===== config.mk =====
export PLATFORM = sky130hd
export DESIGN_NAME = hangul_two_set_composer_core
export DESIGN_NICKNAME = d
export VERILOG_FILES = /design/src/htsc_pkg.sv /design/src/htsc_front.sv /design/src/htsc_queue.sv /design/src/htsc_back.sv /design/src/hangul_two_set_composer_core.sv
export SDC_FILE = /design/constraint.sdc
export NUM_CORES = 1
export LEC_CHECK = 0
export BUFFER_PORTS_ARGS = -buffer_cell sky130_fd_sc_hd__buf_4
export CAP_MARGIN = 20
export CELL_PAD_IN_SITES_DETAIL_PLACEMENT = 2
export CELL_PAD_IN_SITES_GLOBAL_PLACEMENT = 2
export CORE_ASPECT_RATIO = 1.2
export CORE_MARGIN = 10
export CORE_UTILIZATION = 43
export DETAILED_ROUTE_END_ITERATION = 10
export GPL_TIMING_DRIVEN = 0
export PLACE_DENSITY_LB_ADDON = 0.1
export REMOVE_ABC_BUFFERS = 1
export SETUP_SLACK_MARGIN = 0.2
export SYNTH_ARGS = -nofsm -noshare
export SYNTH_HDL_FRONTEND = slang
export SYNTH_SLANG_ARGS = --single-unit

===== constraint.sdc =====
create_clock -name clk -period 7.8 [get_ports clk]
set_input_delay 0.78 -clock clk [delete_from_list [all_inputs] [get_ports clk]]
set_output_delay 0.78 -clock clk [all_outputs]
set_load 0.02 [all_outputs]

===== src/htsc_pkg.sv =====
// Types, constants and jamo lookup functions of the two-set Hangul composer.
// Used by every module of the block; depends on nothing else.
package htsc_pkg;

  localparam logic [4:0]  NONE_IDX   = 5'd31;
  localparam logic [4:0]  MAX_INI    = 5'd18;
  localparam logic [4:0]  MAX_MED    = 5'd20;
  localparam logic [4:0]  MAX_FIN    = 5'd27;
  localparam logic [15:0] SYL_BASE   = 16'hAC00;
  localparam logic [15:0] INI_STRIDE = 16'd588;
  localparam logic [15:0] MED_STRIDE = 16'd28;
  localparam logic [7:0]  UTF8_LEAD3 = 8'hE0;
  localparam logic [7:0]  UTF8_CONT  = 8'h80;
  localparam logic [5:0]  UTF8_MASK6 = 6'h3F;

  localparam logic CMD_KEY    = 1'b0;
  localparam logic CMD_COMMIT = 1'b1;
  localparam logic ACT_INSERT = 1'b0;
  localparam logic ACT_DELETE = 1'b1;

  typedef enum logic [4:0] {
    PH_IDLE = 5'b00001,
    PH_INI  = 5'b00010,
    PH_MED  = 5'b00100,
    PH_FIN  = 5'b01000,
    PH_CMP  = 5'b10000
  } phase_t;

  typedef struct packed {
    logic       cmd;
    logic [7:0] key_code;
  } in_item_t;

  typedef struct packed {
    logic       action;
    logic [7:0] byte_value;
    logic       last;
  } out_item_t;

  // One key's worth of edit work: deletes, up to two syllables, or a passthrough byte.
  typedef struct packed {
    logic       del;
    logic       a_ins;
    logic [4:0] a_ini;
    logic [4:0] a_med;
    logic [4:0] a_fin;
    logic       b_ins;
    logic [4:0] b_ini;
    logic [4:0] b_med;
    logic [4:0] b_fin;
    logic       pass;
    logic [7:0] pass_byte;
  } job_t;

  function automatic logic [4:0] key_initial(input logic [7:0] k);
    logic [4:0] r;
    case (k)
      "r": r = 5'd0;   "R": r = 5'd1;   "s": r = 5'd2;
      "e": r = 5'd3;   "E": r = 5'd4;   "f": r = 5'd5;
      "a": r = 5'd6;   "q": r = 5'd7;   "Q": r = 5'd8;
      "t": r = 5'd9;   "T": r = 5'd10;  "d": r = 5'd11;
      "w": r = 5'd12;  "W": r = 5'd13;  "c": r = 5'd14;
      "z": r = 5'd15;  "x": r = 5'd16;  "v": r = 5'd17;
      "g": r = 5'd18;
      default: r = NONE_IDX;
    endcase
    return r;
  endfunction

  function automatic logic [4:0] key_medial(input logic [7:0] k);
    logic [4:0] r;
    case (k)
      "k": r = 5'd0;   "o": r = 5'd1;   "i": r = 5'd2;
      "O": r = 5'd3;   "j": r = 5'd4;   "p": r = 5'd5;
      "u": r = 5'd6;   "P": r = 5'd7;   "h": r = 5'd8;
      "y": r = 5'd12;  "n": r = 5'd13;  "b": r = 5'd17;
      "m": r = 5'd18;  "l": r = 5'd20;
      default: r = NONE_IDX;
    endcase
    return r;
  endfunction

  function automatic logic [4:0] key_final(input logic [7:0] k);
    logic [4:0] r;
    case (k)
      "r": r = 5'd1;   "R": r = 5'd2;   "s": r = 5'd4;
      "e": r = 5'd7;   "f": r = 5'd8;   "a": r = 5'd16;
      "q": r = 5'd17;  "t": r = 5'd19;  "T": r = 5'd20;
      "d": r = 5'd21;  "w": r = 5'd22;  "c": r = 5'd23;
      "z": r = 5'd24;  "x": r = 5'd25;  "v": r = 5'd26;
      "g": r = 5'd27;
      default: r = NONE_IDX;
    endcase
    return r;
  endfunction

  function automatic logic [4:0] fin_to_ini(input logic [4:0] f);
    logic [4:0] r;
    case (f)
      5'd1:  r = 5'd0;   5'd2:  r = 5'd1;   5'd4:  r = 5'd2;
      5'd7:  r = 5'd3;   5'd8:  r = 5'd5;   5'd16: r = 5'd6;
      5'd17: r = 5'd7;   5'd19: r = 5'd9;   5'd20: r = 5'd10;
      5'd21: r = 5'd11;  5'd22: r = 5'd12;  5'd23: r = 5'd14;
      5'd24: r = 5'd15;  5'd25: r = 5'd16;  5'd26: r = 5'd17;
      5'd27: r = 5'd18;
      default: r = NONE_IDX;
    endcase
    return r;
  endfunction

  function automatic logic [4:0] merge_vowel(input logic [4:0] a, input logic [4:0] b);
    logic [4:0] r;
    r = NONE_IDX;
    if (a == 5'd8) begin
      if (b == 5'd0) r = 5'd9;
      else if (b == 5'd1) r = 5'd10;
      else if (b == 5'd20) r = 5'd11;
    end else if (a == 5'd13) begin
      if (b == 5'd4) r = 5'd14;
      else if (b == 5'd5) r = 5'd15;
      else if (b == 5'd20) r = 5'd16;
    end else if (a == 5'd18 && b == 5'd20) begin
      r = 5'd19;
    end
    return r;
  endfunction

  function automatic logic [4:0] merge_final(input logic [4:0] f, input logic [4:0] c);
    logic [4:0] r;
    r = NONE_IDX;
    if (f == 5'd1 && c == 5'd9) r = 5'd3;
    else if (f == 5'd4 && c == 5'd12) r = 5'd5;
    else if (f == 5'd4 && c == 5'd18) r = 5'd6;
    else if (f == 5'd17 && c == 5'd9) r = 5'd18;
    else if (f == 5'd8) begin
      case (c)
        5'd0:  r = 5'd9;
        5'd6:  r = 5'd10;
        5'd7:  r = 5'd11;
        5'd9:  r = 5'd12;
        5'd16: r = 5'd13;
        5'd17: r = 5'd14;
        5'd18: r = 5'd15;
        default: r = NONE_IDX;
      endcase
    end
    return r;
  endfunction

  function automatic logic [4:0] kept_final(input logic [4:0] f);
    logic [4:0] r;
    case (f)
      5'd3:                                  r = 5'd1;
      5'd5, 5'd6:                            r = 5'd4;
      5'd9, 5'd10, 5'd11, 5'd12, 5'd13,
      5'd14, 5'd15:                          r = 5'd8;
      5'd18:                                 r = 5'd17;
      default:                               r = NONE_IDX;
    endcase
    return r;
  endfunction

  function automatic logic [4:0] moved_initial(input logic [4:0] f);
    logic [4:0] r;
    case (f)
      5'd3:  r = 5'd9;   5'd5:  r = 5'd12;  5'd6:  r = 5'd18;
      5'd9:  r = 5'd0;   5'd10: r = 5'd6;   5'd11: r = 5'd7;
      5'd12: r = 5'd9;   5'd13: r = 5'd16;  5'd14: r = 5'd17;
      5'd15: r = 5'd18;  5'd18: r = 5'd9;
      default: r = NONE_IDX;
    endcase
    return r;
  endfunction

  function automatic logic [15:0] syl_code(input logic [4:0] ini, input logic [4:0] med,
                                           input logic [4:0] fin);
    logic [15:0] f16;
    f16 = (fin <= MAX_FIN) ? {11'd0, fin} : 16'd0;
    return SYL_BASE + {11'd0, ini} * INI_STRIDE + {11'd0, med} * MED_STRIDE + f16;
  endfunction

endpackage


===== src/htsc_front.sv =====
// Front end: accepts keystrokes, runs the composition automaton and builds edit jobs.
// Depends on htsc_pkg; feeds htsc_queue.
module htsc_front (
  input  logic              clk,
  input  logic              rst_n,
  input  logic              push,
  input  logic              q_full,
  input  htsc_pkg::in_item_t in_item,
  output logic              q_push,
  output htsc_pkg::job_t    q_job
);

  htsc_pkg::phase_t ph_r, ph_nxt;
  logic [4:0] ini_r, ini_nxt;
  logic [4:0] med_r, med_nxt;
  logic [4:0] fin_r, fin_nxt;
  logic       shown_r, shown_nxt;

  logic [4:0] c_idx, u_idx, o_idx;
  logic       c_v, u_v, o_v, accept;

  assign c_idx  = htsc_pkg::key_initial(in_item.key_code);
  assign u_idx  = htsc_pkg::key_medial(in_item.key_code);
  assign o_idx  = htsc_pkg::key_final(in_item.key_code);
  assign c_v    = (c_idx != htsc_pkg::NONE_IDX);
  assign u_v    = (u_idx != htsc_pkg::NONE_IDX);
  assign o_v    = (o_idx != htsc_pkg::NONE_IDX);
  assign accept = push && !q_full;

  always_comb begin
    htsc_pkg::phase_t ph_w;
    logic [4:0] ini_w, med_w, fin_w, mrg, new_ini, split_fin;
    logic       sh_w, restart, split, show;
    htsc_pkg::job_t job;

    ph_w      = ph_r;
    ini_w     = ini_r;
    med_w     = med_r;
    fin_w     = fin_r;
    sh_w      = shown_r;
    restart   = 1'b0;
    split     = 1'b0;
    show      = 1'b0;
    mrg       = htsc_pkg::NONE_IDX;
    new_ini   = htsc_pkg::NONE_IDX;
    split_fin = htsc_pkg::NONE_IDX;
    job       = '0;
    q_push    = 1'b0;

    if (accept) begin
      if (in_item.cmd == htsc_pkg::CMD_COMMIT) begin
        ph_w  = htsc_pkg::PH_IDLE;
        ini_w = htsc_pkg::NONE_IDX;
        med_w = htsc_pkg::NONE_IDX;
        fin_w = htsc_pkg::NONE_IDX;
        sh_w  = 1'b0;
      end else if (!c_v && !u_v) begin
        ph_w          = htsc_pkg::PH_IDLE;
        ini_w         = htsc_pkg::NONE_IDX;
        med_w         = htsc_pkg::NONE_IDX;
        fin_w         = htsc_pkg::NONE_IDX;
        sh_w          = 1'b0;
        job.pass      = 1'b1;
        job.pass_byte = in_item.key_code;
        q_push        = 1'b1;
      end else begin
        case (ph_r)
          htsc_pkg::PH_INI: begin
            if (u_v) begin
              ph_w  = htsc_pkg::PH_MED;
              med_w = u_idx;
            end else begin
              restart = 1'b1;
            end
          end
          htsc_pkg::PH_MED: begin
            mrg = htsc_pkg::merge_vowel(med_r, u_idx);
            if (o_v) begin
              ph_w  = htsc_pkg::PH_FIN;
              fin_w = o_idx;
            end else if (u_v && mrg != htsc_pkg::NONE_IDX) begin
              med_w = mrg;
            end else begin
              restart = 1'b1;
            end
          end
          htsc_pkg::PH_FIN: begin
            mrg = htsc_pkg::merge_final(fin_r, c_idx);
            if (u_v) begin
              split     = 1'b1;
              new_ini   = htsc_pkg::fin_to_ini(fin_r);
              split_fin = htsc_pkg::NONE_IDX;
            end else if (mrg != htsc_pkg::NONE_IDX) begin
              ph_w  = htsc_pkg::PH_CMP;
              fin_w = mrg;
            end else begin
              restart = 1'b1;
            end
          end
          htsc_pkg::PH_CMP: begin
            if (u_v) begin
              split     = 1'b1;
              new_ini   = htsc_pkg::moved_initial(fin_r);
              split_fin = htsc_pkg::kept_final(fin_r);
            end else begin
              restart = 1'b1;
            end
          end
          default: begin
            restart = 1'b1;
          end
        endcase

        if (restart) begin
          ph_w  = c_v ? htsc_pkg::PH_INI : htsc_pkg::PH_IDLE;
          ini_w = c_idx;
          med_w = htsc_pkg::NONE_IDX;
          fin_w = htsc_pkg::NONE_IDX;
          sh_w  = 1'b0;
        end

        if (split) begin
          job.del   = shown_r;
          job.a_ins = (med_r != htsc_pkg::NONE_IDX) && (ini_r <= htsc_pkg::MAX_INI) &&
                      (med_r <= htsc_pkg::MAX_MED);
          job.a_ini = ini_r;
          job.a_med = med_r;
          job.a_fin = split_fin;
          job.b_ins = (new_ini <= htsc_pkg::MAX_INI) && (u_idx <= htsc_pkg::MAX_MED);
          job.b_ini = new_ini;
          job.b_med = u_idx;
          job.b_fin = htsc_pkg::NONE_IDX;
          ph_w      = htsc_pkg::PH_MED;
          ini_w     = new_ini;
          med_w     = u_idx;
          fin_w     = htsc_pkg::NONE_IDX;
          sh_w      = 1'b1;
        end else begin
          show      = (ph_w != htsc_pkg::PH_IDLE) && (med_w != htsc_pkg::NONE_IDX);
          job.del   = sh_w;
          job.a_ins = show && (ini_w <= htsc_pkg::MAX_INI) && (med_w <= htsc_pkg::MAX_MED);
          job.a_ini = ini_w;
          job.a_med = med_w;
          job.a_fin = fin_w;
          sh_w      = show;
        end
        q_push = job.del || job.a_ins || job.b_ins;
      end
    end

    ph_nxt    = ph_w;
    ini_nxt   = ini_w;
    med_nxt   = med_w;
    fin_nxt   = fin_w;
    shown_nxt = sh_w;
    q_job     = job;
  end

  always_ff @(posedge clk) begin
    if (!rst_n) begin
      ph_r    <= htsc_pkg::PH_IDLE;
      ini_r   <= htsc_pkg::NONE_IDX;
      med_r   <= htsc_pkg::NONE_IDX;
      fin_r   <= htsc_pkg::NONE_IDX;
      shown_r <= 1'b0;
    end else begin
      ph_r    <= ph_nxt;
      ini_r   <= ini_nxt;
      med_r   <= med_nxt;
      fin_r   <= fin_nxt;
      shown_r <= shown_nxt;
    end
  end

  a_shown_needs_phase: assert property (@(posedge clk) disable iff (!rst_n)
    shown_r |-> (ph_r != htsc_pkg::PH_IDLE && med_r != htsc_pkg::NONE_IDX))
    else $error("syllable marked shown without a composing vowel");

  a_idle_clean: assert property (@(posedge clk) disable iff (!rst_n)
    (ph_r == htsc_pkg::PH_IDLE) |->
      (ini_r == htsc_pkg::NONE_IDX && med_r == htsc_pkg::NONE_IDX &&
       fin_r == htsc_pkg::NONE_IDX))
    else $error("idle phase holds stale jamo indices");

  a_push_on_accept: assert property (@(posedge clk) disable iff (!rst_n)
    q_push |-> (accept && in_item.cmd == htsc_pkg::CMD_KEY))
    else $error("job pushed without an accepted keystroke");

endmodule


===== src/htsc_queue.sv =====
// Small job queue between the composer front end and the output sequencer.
// Depends on htsc_pkg for the job type.
module htsc_queue #(
  parameter int DEPTH = 2
) (
  input  logic           clk,
  input  logic           rst_n,
  input  logic           wr_en,
  input  htsc_pkg::job_t wr_job,
  output logic           full,
  input  logic           rd_en,
  output htsc_pkg::job_t rd_job,
  output logic           q_empty
);

  localparam int AW = $clog2(DEPTH);
  localparam int CW = $clog2(DEPTH + 1);

  htsc_pkg::job_t slot_r [DEPTH];
  logic [AW-1:0] wr_ptr_r, wr_ptr_nxt;
  logic [AW-1:0] rd_ptr_r, rd_ptr_nxt;
  logic [CW-1:0] cnt_r, cnt_nxt;
  logic          do_wr, do_rd;

  assign full    = (cnt_r == CW'(DEPTH));
  assign q_empty = (cnt_r == '0);
  assign do_wr   = wr_en && !full;
  assign do_rd   = rd_en && !q_empty;
  assign rd_job  = slot_r[rd_ptr_r];

  always_comb begin
    wr_ptr_nxt = wr_ptr_r;
    rd_ptr_nxt = rd_ptr_r;
    cnt_nxt    = cnt_r;
    if (do_wr) begin
      wr_ptr_nxt = (wr_ptr_r == AW'(DEPTH - 1)) ? '0 : wr_ptr_r + AW'(1);
    end
    if (do_rd) begin
      rd_ptr_nxt = (rd_ptr_r == AW'(DEPTH - 1)) ? '0 : rd_ptr_r + AW'(1);
    end
    if (do_wr && !do_rd) begin
      cnt_nxt = cnt_r + CW'(1);
    end else if (do_rd && !do_wr) begin
      cnt_nxt = cnt_r - CW'(1);
    end
  end

  always_ff @(posedge clk) begin
    if (do_wr) begin
      slot_r[wr_ptr_r] <= wr_job;
    end
  end

  always_ff @(posedge clk) begin
    if (!rst_n) begin
      wr_ptr_r <= '0;
      rd_ptr_r <= '0;
      cnt_r    <= '0;
    end else begin
      wr_ptr_r <= wr_ptr_nxt;
      rd_ptr_r <= rd_ptr_nxt;
      cnt_r    <= cnt_nxt;
    end
  end

  a_cnt_bound: assert property (@(posedge clk) disable iff (!rst_n)
    cnt_r <= CW'(DEPTH))
    else $error("job queue count beyond depth");

  a_no_write_when_full: assert property (@(posedge clk) disable iff (!rst_n)
    !(wr_en && full))
    else $error("job written into a full queue");

  a_ptr_agree: assert property (@(posedge clk) disable iff (!rst_n)
    (cnt_r == '0) |-> (wr_ptr_r == rd_ptr_r))
    else $error("empty queue with unequal pointers");

endmodule


===== src/htsc_back.sv =====
// Back end: walks each job one edit command per cycle, while pop keeps up, into the output register.
// Depends on htsc_pkg; reads jobs from htsc_queue.
module htsc_back (
  input  logic                  clk,
  input  logic                  rst_n,
  input  logic                  q_empty,
  input  htsc_pkg::job_t        q_job,
  output logic                  q_pop,
  output logic                  empty,
  input  logic                  pop,
  output htsc_pkg::out_item_t   out_item
);

  htsc_pkg::job_t      job_r, job_nxt;
  logic [9:0]          mask_r, mask_nxt;
  logic                out_valid_r, out_valid_nxt;
  htsc_pkg::out_item_t out_r, out_nxt;

  logic [9:0]  low, mask_left;
  logic [3:0]  idx;
  logic        emit, can_load, grp_b;
  logic [15:0] code;

  assign empty    = !out_valid_r;
  assign out_item = out_r;
  assign can_load = !out_valid_r || pop;
  assign emit     = can_load && (mask_r != '0);
  assign low      = mask_r & (~mask_r + 10'd1);

  always_comb begin
    idx = '0;
    for (int k = 9; k >= 0; k--) begin
      if (mask_r[k]) begin
        idx = 4'(k);
      end
    end
  end

  assign grp_b = (idx >= 4'd6);
  assign code  = grp_b ? htsc_pkg::syl_code(job_r.b_ini, job_r.b_med, job_r.b_fin)
                       : htsc_pkg::syl_code(job_r.a_ini, job_r.a_med, job_r.a_fin);

  always_comb begin
    out_nxt      = out_r;
    out_nxt.last = ((mask_r & ~low) == '0);
    case (idx)
      4'd3, 4'd6: begin
        out_nxt.action     = htsc_pkg::ACT_INSERT;
        out_nxt.byte_value = htsc_pkg::UTF8_LEAD3 | {4'd0, code[15:12]};
      end
      4'd4, 4'd7: begin
        out_nxt.action     = htsc_pkg::ACT_INSERT;
        out_nxt.byte_value = htsc_pkg::UTF8_CONT | {2'd0, code[11:6] & htsc_pkg::UTF8_MASK6};
      end
      4'd5, 4'd8: begin
        out_nxt.action     = htsc_pkg::ACT_INSERT;
        out_nxt.byte_value = htsc_pkg::UTF8_CONT | {2'd0, code[5:0] & htsc_pkg::UTF8_MASK6};
      end
      4'd9: begin
        out_nxt.action     = htsc_pkg::ACT_INSERT;
        out_nxt.byte_value = job_r.pass_byte;
      end
      default: begin
        out_nxt.action     = htsc_pkg::ACT_DELETE;
        out_nxt.byte_value = 8'd0;
      end
    endcase
  end

  always_comb begin
    mask_left     = emit ? (mask_r & ~low) : mask_r;
    q_pop         = !q_empty && (mask_left == '0);
    job_nxt       = q_pop ? q_job : job_r;
    mask_nxt      = q_pop ? {q_job.pass, {3{q_job.b_ins}}, {3{q_job.a_ins}}, {3{q_job.del}}}
                          : mask_left;
    out_valid_nxt = emit ? 1'b1 : (pop ? 1'b0 : out_valid_r);
  end

  always_ff @(posedge clk) begin
    if (q_pop) begin
      job_r <= job_nxt;
    end
    if (emit) begin
      out_r <= out_nxt;
    end
  end

  always_ff @(posedge clk) begin
    if (!rst_n) begin
      mask_r      <= '0;
      out_valid_r <= 1'b0;
    end else begin
      mask_r      <= mask_nxt;
      out_valid_r <= out_valid_nxt;
    end
  end

  a_pass_alone: assert property (@(posedge clk) disable iff (!rst_n)
    mask_r[9] |-> (mask_r[8:0] == '0))
    else $error("passthrough mixed with syllable edits");

  a_more_pending: assert property (@(posedge clk) disable iff (!rst_n)
    (out_valid_r && !out_r.last) |-> (mask_r != '0))
    else $error("non-final result with nothing left of its job");

  a_emit_on_free: assert property (@(posedge clk) disable iff (!rst_n)
    (out_valid_r && !pop) |=> ($stable(out_r) && out_valid_r))
    else $error("waiting result overwritten");

endmodule


===== src/hangul_two_set_composer_core.sv =====
// Top level of the two-set Hangul composer: front end, job queue and output sequencer.
// Depends on htsc_pkg, htsc_front, htsc_queue and htsc_back.
//
// Keystrokes enter through push/full and are classified combinationally, so a new key
// can be taken every cycle while the job queue (QUEUE_DEPTH entries) has room.
// Each key yields 0 to 9 edit commands (three deletes of the shown syllable and up
// to two syllables of three UTF-8 bytes each, or a single passthrough byte); the
// output sequencer issues one command per cycle while pop keeps up, and the result
// port sets the sustained rate. Commits and keys that change nothing on screen
// produce no result.
module hangul_two_set_composer_core #(
  parameter int QUEUE_DEPTH = 2
) (
  input  logic                clk,
  input  logic                rst_n,
  input  logic                push,
  output logic                full,
  input  htsc_pkg::in_item_t  in_item,
  output logic                empty,
  input  logic                pop,
  output htsc_pkg::out_item_t out_item
);

  logic           q_push, q_pop, q_empty;
  htsc_pkg::job_t q_wr_job, q_rd_job;

  htsc_front u_front (
    .clk     (clk),
    .rst_n   (rst_n),
    .push    (push),
    .q_full  (full),
    .in_item (in_item),
    .q_push  (q_push),
    .q_job   (q_wr_job)
  );

  htsc_queue #(
    .DEPTH (QUEUE_DEPTH)
  ) u_queue (
    .clk     (clk),
    .rst_n   (rst_n),
    .wr_en   (q_push),
    .wr_job  (q_wr_job),
    .full    (full),
    .rd_en   (q_pop),
    .rd_job  (q_rd_job),
    .q_empty (q_empty)
  );

  htsc_back u_back (
    .clk      (clk),
    .rst_n    (rst_n),
    .q_empty  (q_empty),
    .q_job    (q_rd_job),
    .q_pop    (q_pop),
    .empty    (empty),
    .pop      (pop),
    .out_item (out_item)
  );

endmodule

==> reports/metrics.yaml, run 1 <==
clock_network:
  cts_resized: 0
  clkTransAtPathRegs_ns: 0.07
  clk_latency_ns: 0.44
  max-clock-path-buffers: 2
  clock_sinks: 169
  cts_tree: "built"
  ctsRootBufferMaster: "clkbuf_16"
  holdBufCountCts: 0
  cts_setup_buffers: 0
  cts_buffers: 17
  h-tree-depth: 4
die:
  start_util_pct: 43.5
  dieArea_sq_um: 35400
  ios: 25
  die_h_um: 204
  dieWidth_um: 173
  core-area_sq_um: 27900
  rows: 67
timing:
  final.setup_skew_ns: 0.0110
  rsz0062_at_grt: "false"
  hold_violations: 0
  min_period_ns: 5.79
  tightest_slew_ns: 1.18
  final-max-slew-violation-count: 0
  finalCritPeriodShare_pct: 74.2
  fmax_mhz: 173
  finalSetupViolCount: 0
  hold-worst-slack_ns: 0.475
  finalSetupTns_ns: 0
  slew_headroom_pct: 21.2
setup_path:
  cp_slowest_cell: "o311ai_1"
  critical_path_buf_inv_count: 2
  crit_path_end_kind: "flop"
  startpoint_type: "input pin"
  ff2ff_setup_slack_ns: 2.87
  path_max_fanout: 16
  critPathTopFamily: "compound AO/OA/AOI/OAI gates"
  critical_path_arrival_ns: 6.12
  cp.required_ns: 8.13
  cpPeakStageDelay_ns: 0.93
  path_class: "input pin to flop"
  crit_chain: "buf_4, nand3b_2, o311ai_1, nor4b_2, and2_4, a2111oi_4, or3_1, nor2_4, a31oi_2, nand2b_1, inv_1, ha_1, mux2i_1, a22oi_1, or2_1"
detailed_routing:
  drt_pass1_iterations: 5
  route.detailed.drc: 0
  drt_wl_total_mm: 40.7
  wl_per_cell_um: 25.2
  detail-route-antenna-nets: 0
  vias: 9795
  drtIter0Drc: 497
  viasPerCell: 6.07
grt:
  grt_first_pass_wirelength_mm: 64.0
  grt_pass1_vias: 10813
  grt_max_degree: 43
  groute.usage.overall_pct: 22.9
  antenna_found_initial: 0
  grt_overflow: 0
cells_and_area:
  fin_util_pct: 47.3
  antenna_cells: 0
  nets: 1353
  areaGrowthSynthToFinish_pct: 8.74
  layout-drive-gt1-share_pct: 13.3
  n_fill_cell: 2924
yosys:
  ys_ff_latch: 169
  synth_edf_count: 117
  yosysSeqAreaShare_pct: 37.5
  avgSynthCellArea_sq_um: 9.83
  synth_top_area_share_pct: 28.9
  async_flop_share_pct: 0
  synthSimpleGateAreaFrac_pct: 17.6
  synth_compound_area_share_pct: 19.3
  synth_cells: 1236
  yosys.area.top_type: "edfxtp_1"
  synth_top_family_by_area: "compound AO/OA/AOI/OAI gates"
  synthAdderAreaFrac_pct: 13.2
  syn_area_sq_um: 12200
  yosysWarnings: 0
  synth_xor_area_share_pct: 3.32
  synth_area_leaders: "edfxtp_1, ha_1, dfxtp_1, mux2_2, a21oi_1"
  ys_types: 111
  synth_top_flop_cell: "edfxtp_1"
  synthMuxAreaShare_pct: 4.26
status:
  status: "finished, final reports clean"
placement:
  dpl.hpwl_mm: 29.8
  port_buffers: 24
  gp_congestion: 0.899
run:
  cap_viol_max_count: 0
hold_path:
  hp-class: "flop to flop"
==> metrics by stage <==
step | instance area (sq um) | setup slack [ns] | instances
after floorplan | 11800 | 2.40 | 1171
after global placement | 12500 | 0.185 | 1574
after detailed placement | 12600 | 1.69 | 1581
after CTS | 13200 | 2.08 | 1613
after global routing | 13200 | 1.84 | 1615
final | 13200 | 2.01 | 1615
==> metal layers <==
layer	part of all wire [%]	global-route usage, %	wire length (um)
met5	0	0	0
met4	3.3	9.22	1340
met3	2.4	3.29	982
met2	54	42.8	22000
met1	40	25.7	16400
==> worst min-delay path, stage by stage (launching register included) <==
cell     delay [ns]
dfxtp_1        0.32
nand2_1        0.06
a21oi_1        0.05
==> final cells by class <==
class | instances | area [sq um] | share of cell area, %
clock buffers | 19 | 454 | 3.44
clock inverters | 13 | 155 | 1.17
inverters | 65 | 244 | 1.85
multi-input cells | 937 | 7040 | 53.3
flip-flops and latches | 169 | 4560 | 34.5
well taps | 379 | 474 | 3.59
repair buffers | 33 | 290 | 2.20
==> registers in the layout, summed over array words and instances (netlist names), named ones only <==
| name | flops |
|---|---|
| u_front.fin_r | 5 |
| u_back.out_item | 10 |
| u_front.ph_r | 5 |
| u_front.med_r | 5 |
| u_queue.cnt_r | 2 |
| u_back.out_valid_r | 1 |
| u_back.mask_r | 10 |
| u_back.job_r | 33 |
| u_front.ini_r | 5 |
| u_queue.wr_ptr_r | 1 |
| u_queue.slot_r | 74 |
| u_queue.rd_ptr_r | 1 |
| u_front.shown_r | 1 |
==> cell families (layout without fill, tap and decap cells) <==
logic type                 count (synthesis)  count (layout)
and+or+nand+nor                          391             391
adders and majority gates                120             120
xor gates and xnor gates                  46              46
DFF                                      169             169
muxes                                     47              47
AOI/OAI and AO/OA                        333             333
buffers and inverters                    130             130
==> worst paths after layout <==
path	startpoint	endpoint	cells past startpoint
worst max register to register	u_front.ph_r[1]$_SDFFE_PN0P_	flop	13
worst min-delay path	u_front.shown_r$_SDFFE_PN0P_	u_front.shown_r$_SDFFE_PN0P_	2
worst min register to register	u_front.shown_r$_SDFFE_PN0P_	u_front.shown_r$_SDFFE_PN0P_	2
worst max-delay path	in_item[7]	flop	15
==> placed cells by master (no fill, tap or decap), types with 9 or more instances in the layout <==
| master | synthesis | routed |
|---|---|---|
| nor2b_1 | 17 | 17 |
| fa_1 | 15 | 15 |
| mux2_2 | 38 | 38 |
| or3_1 | 12 | 12 |
| ha_1 | 102 | 102 |
| nor4_1 | 10 | 10 |
| o211ai_1 | 10 | 10 |
| o21a_1 | 9 | 9 |
| nor3_1 | 17 | 17 |
| nand2b_1 | 26 | 26 |
| xor2_1 | 11 | 11 |
| o21bai_1 | 14 | 14 |
| o21ai_0 | 71 | 71 |
| dfxtp_1 | 52 | 51 |
| buf_4 | 11 | 24 |
| nand3_1 | 29 | 29 |
| edfxtp_1 | 117 | 117 |
| mux2i_1 | 9 | 9 |
| nand2_1 | 90 | 90 |
| nor2_1 | 90 | 88 |
| a31oi_1 | 10 | 10 |
| and3_1 | 16 | 16 |
| a21oi_1 | 76 | 75 |
| inv_1 | 61 | 61 |
| and2_1 | 12 | 12 |
| a21o_1 | 17 | 17 |
| o22ai_1 | 9 | 9 |
| xnor2_1 | 35 | 35 |
| clkbuf_16 | 0 | 18 |
==> synth_stat cells (11+ instances only) <==
master    count
nor2_1       90
nor2b_1      17
o21ai_0      71
o21bai_1     14
or3_1        12
nor3_1       17
a21o_1       17
fa_1         15
mux2_2       38
and3_1       16
ha_1        102
a21oi_1      76
edfxtp_1    117
buf_4        11
xnor2_1      35
nand3_1      29
inv_1        61
clkbuf_1     40
nand2_1      90
xor2_1       11
and2_1       12
dfxtp_1      52
nand2b_1     26
Power of run 1 is not shown: default switching activity piles up to over one toggle a cycle in this logic, so the estimate is an artifact.
==> run 2: changes to the inputs <==
ABC_AREA = 1   (was default)
CORE_UTILIZATION = 36   (was 43)
clock period = 4.7 ns   (was 7.8 ns; I/O delays follow)
==> reports/metrics.yaml, run 2 <==
status:
  status: "finished, final reports clean"
die:
  die_h_um: 218  # +6.8%
  dieWidth_um: 185  # +6.7%
  start_util_pct: 36.5  # -7.0 points
  core-area_sq_um: 32300  # +16%
  ios: 25  # unchanged
  dieArea_sq_um: 40400  # +14%
  rows: 72  # +7.5%
grt:
  grt_first_pass_wirelength_mm: 59.7  # -6.8%
  groute.usage.overall_pct: 18.7  # -4.2 points
  antenna_found_initial: 0  # unchanged
  grt_overflow: 0  # unchanged
  grt_pass1_vias: 10958  # +1.3%
  grt_max_degree: 42  # -2.3%
timing:
  tightest_slew_ns: 0.876  # -0.301 ns
  final.setup_skew_ns: 0.0152  # +0.00417 ns
  min_period_ns: 4.38
  hold_violations: 0  # unchanged
  fmax_mhz: 229
  rsz0062_at_grt: "true"
  final-max-slew-violation-count: 0  # unchanged
  finalCritPeriodShare_pct: 93.1
  slew_headroom_pct: 41.2  # +20 points
  hold-worst-slack_ns: 0.414  # -0.0619 ns
  finalSetupViolCount: 0  # unchanged
yosys:
  avgSynthCellArea_sq_um: 8.46  # -14%
  synth_area_leaders: "edfxtp_1, ha_1, dfxtp_1, nand2_1, inv_1"
  synth_top_flop_cell: "edfxtp_1"
  synth_cells: 1392  # +13%
  ys_types: 61  # -45%
  synth_top_area_share_pct: 29.8  # +0.93 points
  yosysSeqAreaShare_pct: 38.7  # +1.2 points
  synth_commonest_cells: "nand2_1, inv_1, nor2_1, edfxtp_1, ha_1"
  synth_edf_count: 117  # unchanged
  ys_ff_latch: 169  # unchanged
  syn_area_sq_um: 11800  # -3.1%
  yosys.cell_count.top_type: "nand2_1"
  yosysWarnings: 0  # unchanged
  async_flop_share_pct: 0  # unchanged
  yosys.area.top_type: "edfxtp_1"
setup_path:
  crit_chain: "buf_4, fa_2, ha_1, a21oi_2, inv_1, a31oi_4, xor2_1, inv_1, ha_1, ha_4, nand2_2, nor3_2, a21oi_2, or2_4, nand2_2, a21oi_4, nor2_2, o21ai_2, nand2_2, a21oi_2, o211ai_1, nand4_1"
  r2r_cells: 22  # +9
  cpPeakStageDelay_ns: 0.49  # -0.44 ns
  cp_slowest_cell: "edfxtp_1"
  worst_r2r_endpoint: "u_back.out_item[4]$_DFFE_PP_"
  cp.required_ns: 4.87  # -3.26 ns
  crit_path_end_kind: "flop"
  timing.rr.start: "u_back.job_r[16]$_DFFE_PP_"
  critical_path_buf_inv_count: 3  # +1
  ff2ff_setup_slack_ns: 0.32  # -2.55 ns
  startpoint_type: "flop"
  critical_path_arrival_ns: 4.55  # -1.57 ns
  critPathTopFamily: "adder cells"
  path_max_fanout: 5  # -11
  path_class: "flop to flop"
cells_and_area:
  reg_top3: "u_queue.slot_r: 74 flops, u_back.job_r: 33 flops"
  layout-drive-gt1-share_pct: 19.1  # +5.7 points
  antenna_cells: 0  # unchanged
  mostFrequentLayoutCell: "nand2_1"
  nets: 1576  # +16%
  areaGrowthSynthToFinish_pct: 16.0
  largest_reg_flops: 74  # unchanged
  top_register: "u_queue.slot_r"
  n_fill_cell: 3604  # +23%
  final_cell_mix: "nand2_1, inv_1, nor2_1, edfxtp_1, nand3_1"
clock_network:
  clock_sinks: 169  # unchanged
  cts_buffers: 17  # unchanged
  clkTransAtPathRegs_ns: 0.07  # about the same
  ctsRootBufferMaster: "clkbuf_16"
  cts_tree: "built"
  clk_latency_ns: 0.44  # about the same
  max-clock-path-buffers: 2  # unchanged
  h-tree-depth: 4  # unchanged
placement:
  dpl.hpwl_mm: 29.2  # -2.1%
  gp_congestion: 0.823  # -8.5%
  port_buffers: 24  # unchanged
hold_path:
  worstHoldStart: "rst_n"
  hp-class: "input pin to flop"
  min_path_cells: 2  # unchanged
  min_to: "u_front.fin_r[1]$_SDFFE_PN1P_"
detailed_routing:
  wl_per_cell_um: 20.3  # -20%
  vias: 9885  # +0.92%
  route.detailed.drc: 0  # unchanged
  drt_pass1_iterations: 4  # -1
  viasPerCell: 5.30  # -13%
  drt_wl_total_mm: 37.8  # -7.1%
  drtIter0Drc: 367  # -26%
  detail-route-antenna-nets: 0  # unchanged
run:
  cap_viol_max_count: 0  # unchanged
-- run 2: cell count changes after synthesis, moves of 14 or more --
| cell | change |
|---|---|
| nor2b_1 | -17 |
| nor2_1 | +31 |
| xor2_1 | +15 |
| inv_1 | +109 |
| nand2_1 | +187 |
| clkbuf_1 | -28 |
| nand2b_1 | -26 |
| and3_1 | -14 |
| nand4_1 | +17 |
| nand3_1 | +58 |
| nand2_2 | +22 |
| xnor2_1 | -31 |
-- run 2: layout make-up --
class / instances / area [sq um] / area share (%)
Inverter: 189 / 714 / 5.23
Sequential cell: 169 / 4560 / 33.4
Clock inverter: 12 / 125 / 0.916
Timing Repair Buffer: 62 / 526 / 3.85
Tap cell: 407 / 509 / 3.73
Multi-Input combinational cell: 1007 / 6790 / 49.7
Clock buffer: 20 / 437 / 3.20
-- run 2: what timing repair did --
action,CTS,global route
gates resized for setup,14,66
setup buffers,17,15
hold buffers,0,0
setup endpoints to repair,5,44
pin swaps,9,51
-- run 2: logic make-up after synthesis --
kind of cell / share of synthesized area, %
simple gates: 24.0
mux: 3.16
flops: 38.7
fa+ha+maj: 13.4
buf+inv: 7.42
xor+xnor: 2.23
compound gates: 11.1
-- run 2: per-stage QoR --
step | setup WS (ns) | setup TNS [ns] | cell area, sq um | instances | util, %
global route | -0.00753 | -0.00753 | 13700 | 1866 | 42.3
floorplan | 0.277 | 0 | 11600 | 1365 | -
finish | 0.325 | 0 | 13700 | 1866 | 42.3
global placement | -1.57 | -69.12 | 12300 | 1796 | 38.1
detailed placement | -0.288 | -0.603 | 12400 | 1802 | 38.5
CTS | 0.161 | 0 | 13200 | 1851 | 40.9
-- run 2: worst max path at each step --
stage	depth (start not counted)	slack [ns]	end	start
floorplan	13	0.28	u_queue.slot_r[0][0]$_DFFE_PP_	u_front.ph_r[0]$_SDFFE_PN1P_
global placement	13	-1.57	u_queue.slot_r[0][6]$_DFFE_PP_	u_front.ph_r[0]$_SDFFE_PN1P_
detailed placement	24	-0.29	u_back.out_item[4]$_DFFE_PP_	u_back.job_r[22]$_DFFE_PP_
CTS	23	0.16	u_back.out_item[4]$_DFFE_PP_	u_back.job_r[22]$_DFFE_PP_
global route	24	-0.008	u_back.out_item[3]$_DFFE_PP_	u_back.job_r[38]$_DFFE_PP_
finish	22	0.32	u_back.out_item[4]$_DFFE_PP_	u_back.job_r[16]$_DFFE_PP_
-- run 2: routing by layer --
| layer | vias up | global-route usage, % | routed length (um) | part of all wire, % |
|---|---|---|---|---|
| li1 | 4824 | - | - | - |
| met1 | 4937 | 20.6 | 15400 | 41 |
| met2 | 90 | 36.1 | 21000 | 55 |
| met3 | 34 | 2.33 | 596 | 1.6 |
| met4 | 0 | 5.78 | 799 | 2.1 |
| met5 | - | 0 | 0 | 0 |
Power of run 2 is left out for the same reason.
==> run 3: changes to the inputs <==
REMOVE_ABC_BUFFERS = default   (was 1)
SETUP_SLACK_MARGIN = default   (was 0.2)
==> reports/metrics.yaml, run 3 (synthesis gave the netlist of run 2 again) <==
setup_path:
  crit_path_end_kind: "flop"
  ff2ff_setup_slack_ns: 0.19  # -0.14 ns
  path_max_fanout: 5  # unchanged
  crit_chain: "fa_1, ha_2, a21oi_2, inv_1, a31oi_2, xor2_1, inv_1, ha_1, ha_4, nand2_1, o21ai_0, a21oi_1, or2_2, nand2_1, a21oi_2, nor2_1, o21ai_1, nand2_1, nand2_1, nand3_1, nand2_1, nand2_1, nand3_1"
  path_class: "flop to flop"
  cp.required_ns: 4.86  # about the same
  timing.rr.start: "u_back.job_r[16]$_DFFE_PP_"
  worst_r2r_endpoint: "u_back.out_item[2]$_DFFE_PP_"
  cpPeakStageDelay_ns: 0.58  # +0.09 ns
  critical_path_arrival_ns: 4.67  # +0.12 ns
  r2r_cells: 23  # +4.5%
  crit_top_cell: "nand2_1"
  cp_slowest_cell: "fa_1"
  startpoint_type: "flop"
cells_and_area:
  mostFrequentLayoutCell: "nand2_1"
  instances_no_fill: 1880  # +0.75%
  register_area_sq_um: 4550  # about the same
  areaGrowthSynthToFinish_pct: 14.8
  antenna_cells: 0  # unchanged
  layout-drive-gt1-share_pct: 17.0  # -2.1 points
  final_cell_mix: "nand2_1, inv_1, nor2_1"
  nets: 1591  # +0.95%
  top_register: "u_queue.slot_r"
  multi_input_area_sq_um: 6610  # -2.7%
  n_fill_cell: 3688  # +2.3%
  reg_top3: "u_queue.slot_r: 74 flops, u_back.job_r: 33 flops"
  largest_reg_flops: 74  # unchanged
status:
  status: "finished, final reports clean"
clock_network:
  cts_tree: "built"
  cts_buffers: 17  # unchanged
  ctsRootBufferMaster: "clkbuf_16"
  clkTransAtPathRegs_ns: 0.07  # about the same
  max-clock-path-buffers: 2  # unchanged
  clk_latency_ns: 0.43  # about the same
  holdBufCountCts: 0  # unchanged
  h-tree-depth: 4  # unchanged
  clock_sinks: 169  # unchanged
placement:
  dpl.hpwl_mm: 30.8  # +5.4%
  gp_congestion: 0.871  # +5.8%
  dp_slack_ns: -0.274  # +0.0146 ns
  port_buffers: 23  # -4.2%
  placed_cells: 1825  # +1.3%
timing:
  final-max-slew-violation-count: 0  # unchanged
  slew_headroom_pct: 42.1  # +0.91 points
  finalSetupTns_ns: 0  # unchanged
  final.setup.worst_slack_ns: 0.188  # -0.136 ns
  fmax_mhz: 222  # -3.0%
  finalSetupViolCount: 0  # unchanged
  tightest_slew_ns: 0.867  # -0.00903 ns
  finalCritPeriodShare_pct: 96.0  # +2.9 points
  final.setup_skew_ns: 0.0105  # -0.00470 ns
  hold_violations: 0  # unchanged
  hold-worst-slack_ns: 0.418  # +0.00490 ns
  rsz0062_at_grt: "true"
  min_period_ns: 4.51  # +0.136 ns
grt:
  antenna_found_initial: 0  # unchanged
  grt_pass1_vias: 11098  # +1.3%
  groute.usage.overall_pct: 18.9  # +0.18 points
  grt_overflow: 0  # unchanged
  grt_first_pass_wirelength_mm: 60.1  # +0.64%
  grt_max_degree: 38  # -9.5%
die:
  dieWidth_um: 185  # unchanged
  core-area_sq_um: 32300  # unchanged
  die_h_um: 218  # unchanged
  dieArea_sq_um: 40400  # unchanged
  start_util_pct: 36.5  # unchanged
  ios: 25  # unchanged
  rows: 72  # unchanged
detailed_routing:
  route.detailed.drc: 0  # unchanged
  wl_per_cell_um: 20.2  # -0.18%
  drt_wl_total_mm: 38.0  # +0.57%
  viasPerCell: 5.23  # -1.2%
  drtIter0Drc: 359  # -2.2%
  detail-route-antenna-nets: 0  # unchanged
  drt_pass1_iterations: 4  # unchanged
  vias: 9837  # -0.49%
run:
  cap_viol_max_count: 0  # unchanged
hold_path:
  min_path_cells: 2  # unchanged
  worstHoldStart: "in_item[8]"
  hp-class: "input pin to flop"
  min_to: "u_queue.slot_r[0][33]$_DFFE_PP_"
yosys:
  synth_nets: 1522
==> run 3: cell count changes in the layout (fill, tap and decap cells not counted), moves of 3 or more <==
cell        delta
buf_1          +4
buf_2          +3
buf_4          -6
clkbuf_1      +11
clkinvlp_4     -3
ha_1           +7
ha_4           -9
inv_1          +6
inv_2          -5
nand2_1        +5
nand2_2        -4
nor2_1         +3
o21ai_0        +3
o21ai_2        -3
==> run 3: worst max-delay path by stage <==
stage / startpoint / end / slack (ns) / depth (start not counted)
3_5_place_dp: u_back.job_r[22]$_DFFE_PP_ / u_back.out_item[2]$_DFFE_PP_ / -0.27 / 25
6_report: u_back.job_r[16]$_DFFE_PP_ / u_back.out_item[2]$_DFFE_PP_ / 0.19 / 23
3_3_place_gp: in_item[2] / u_queue.slot_r[0][5]$_DFFE_PP_ / -1.32 / 20
5_1_grt: u_back.job_r[31]$_DFFE_PP_ / u_back.out_item[3]$_DFFE_PP_ / -0.07 / 21
4_1_cts: u_back.job_r[38]$_DFFE_PP_ / u_back.out_item[2]$_DFFE_PP_ / 0.01 / 22
2_1_floorplan: in_item[7] / u_queue.slot_r[0][0]$_DFFE_PP_ / 0.39 / 20
==> run 3: per-stage QoR <==
stage               area (sq um)  utilization (%)
finish                     13500             41.9
global route               13500             41.9
floorplan                  11800                -
detailed placement         12500             38.8
global placement           12500             38.6
CTS                        13200             41.0
==> run 3: timing repair <==
| item | CTS | global route |
|---|---|---|
| gates resized for setup | 6 | 34 |
| pin swaps | 6 | 17 |
| endpoints found under the setup margin | 4 | 6 |
| buffers inserted | 15 | 9 |
| gates cloned | 0 | 0 |
==> run 3: final cells by class <==
class,instances,share of cell area (%)
multi-input combinational,1007,48.9
sequential,169,33.7
inverter,189,5.26
tap,407,3.77
clock buffer,20,3.39
timing repair buffer,50,3.07
buffer,27,1.20
clock inverter,11,0.713
==> run 3: worst max-delay path: cells and delay by family (launching register included) <==
family / cells / cell delay (ns)
adder cells (fa/ha/maj): 4 / 1.55
AND/OR/NAND/NOR: 10 / 1.10
AO/OA/AOI/OAI: 6 / 0.79
flip-flops: 1 / 0.49
XOR/XNOR: 1 / 0.19
buffers and inverters: 2 / 0.15
==> run 3: routing by layer <==
| layer | part of all wire [%] | vias to the layer above | global-route usage [%] |
|---|---|---|---|
| met1 | 41 | 4862 | 20.8 |
| met4 | 2.6 | 0 | 6.40 |
| met3 | 1.7 | 48 | 2.07 |
| met2 | 55 | 80 | 36.4 |
| li1 | - | 4847 | - |
| met5 | 0 | - | 0 |
Power of run 3 is left out for the same reason.
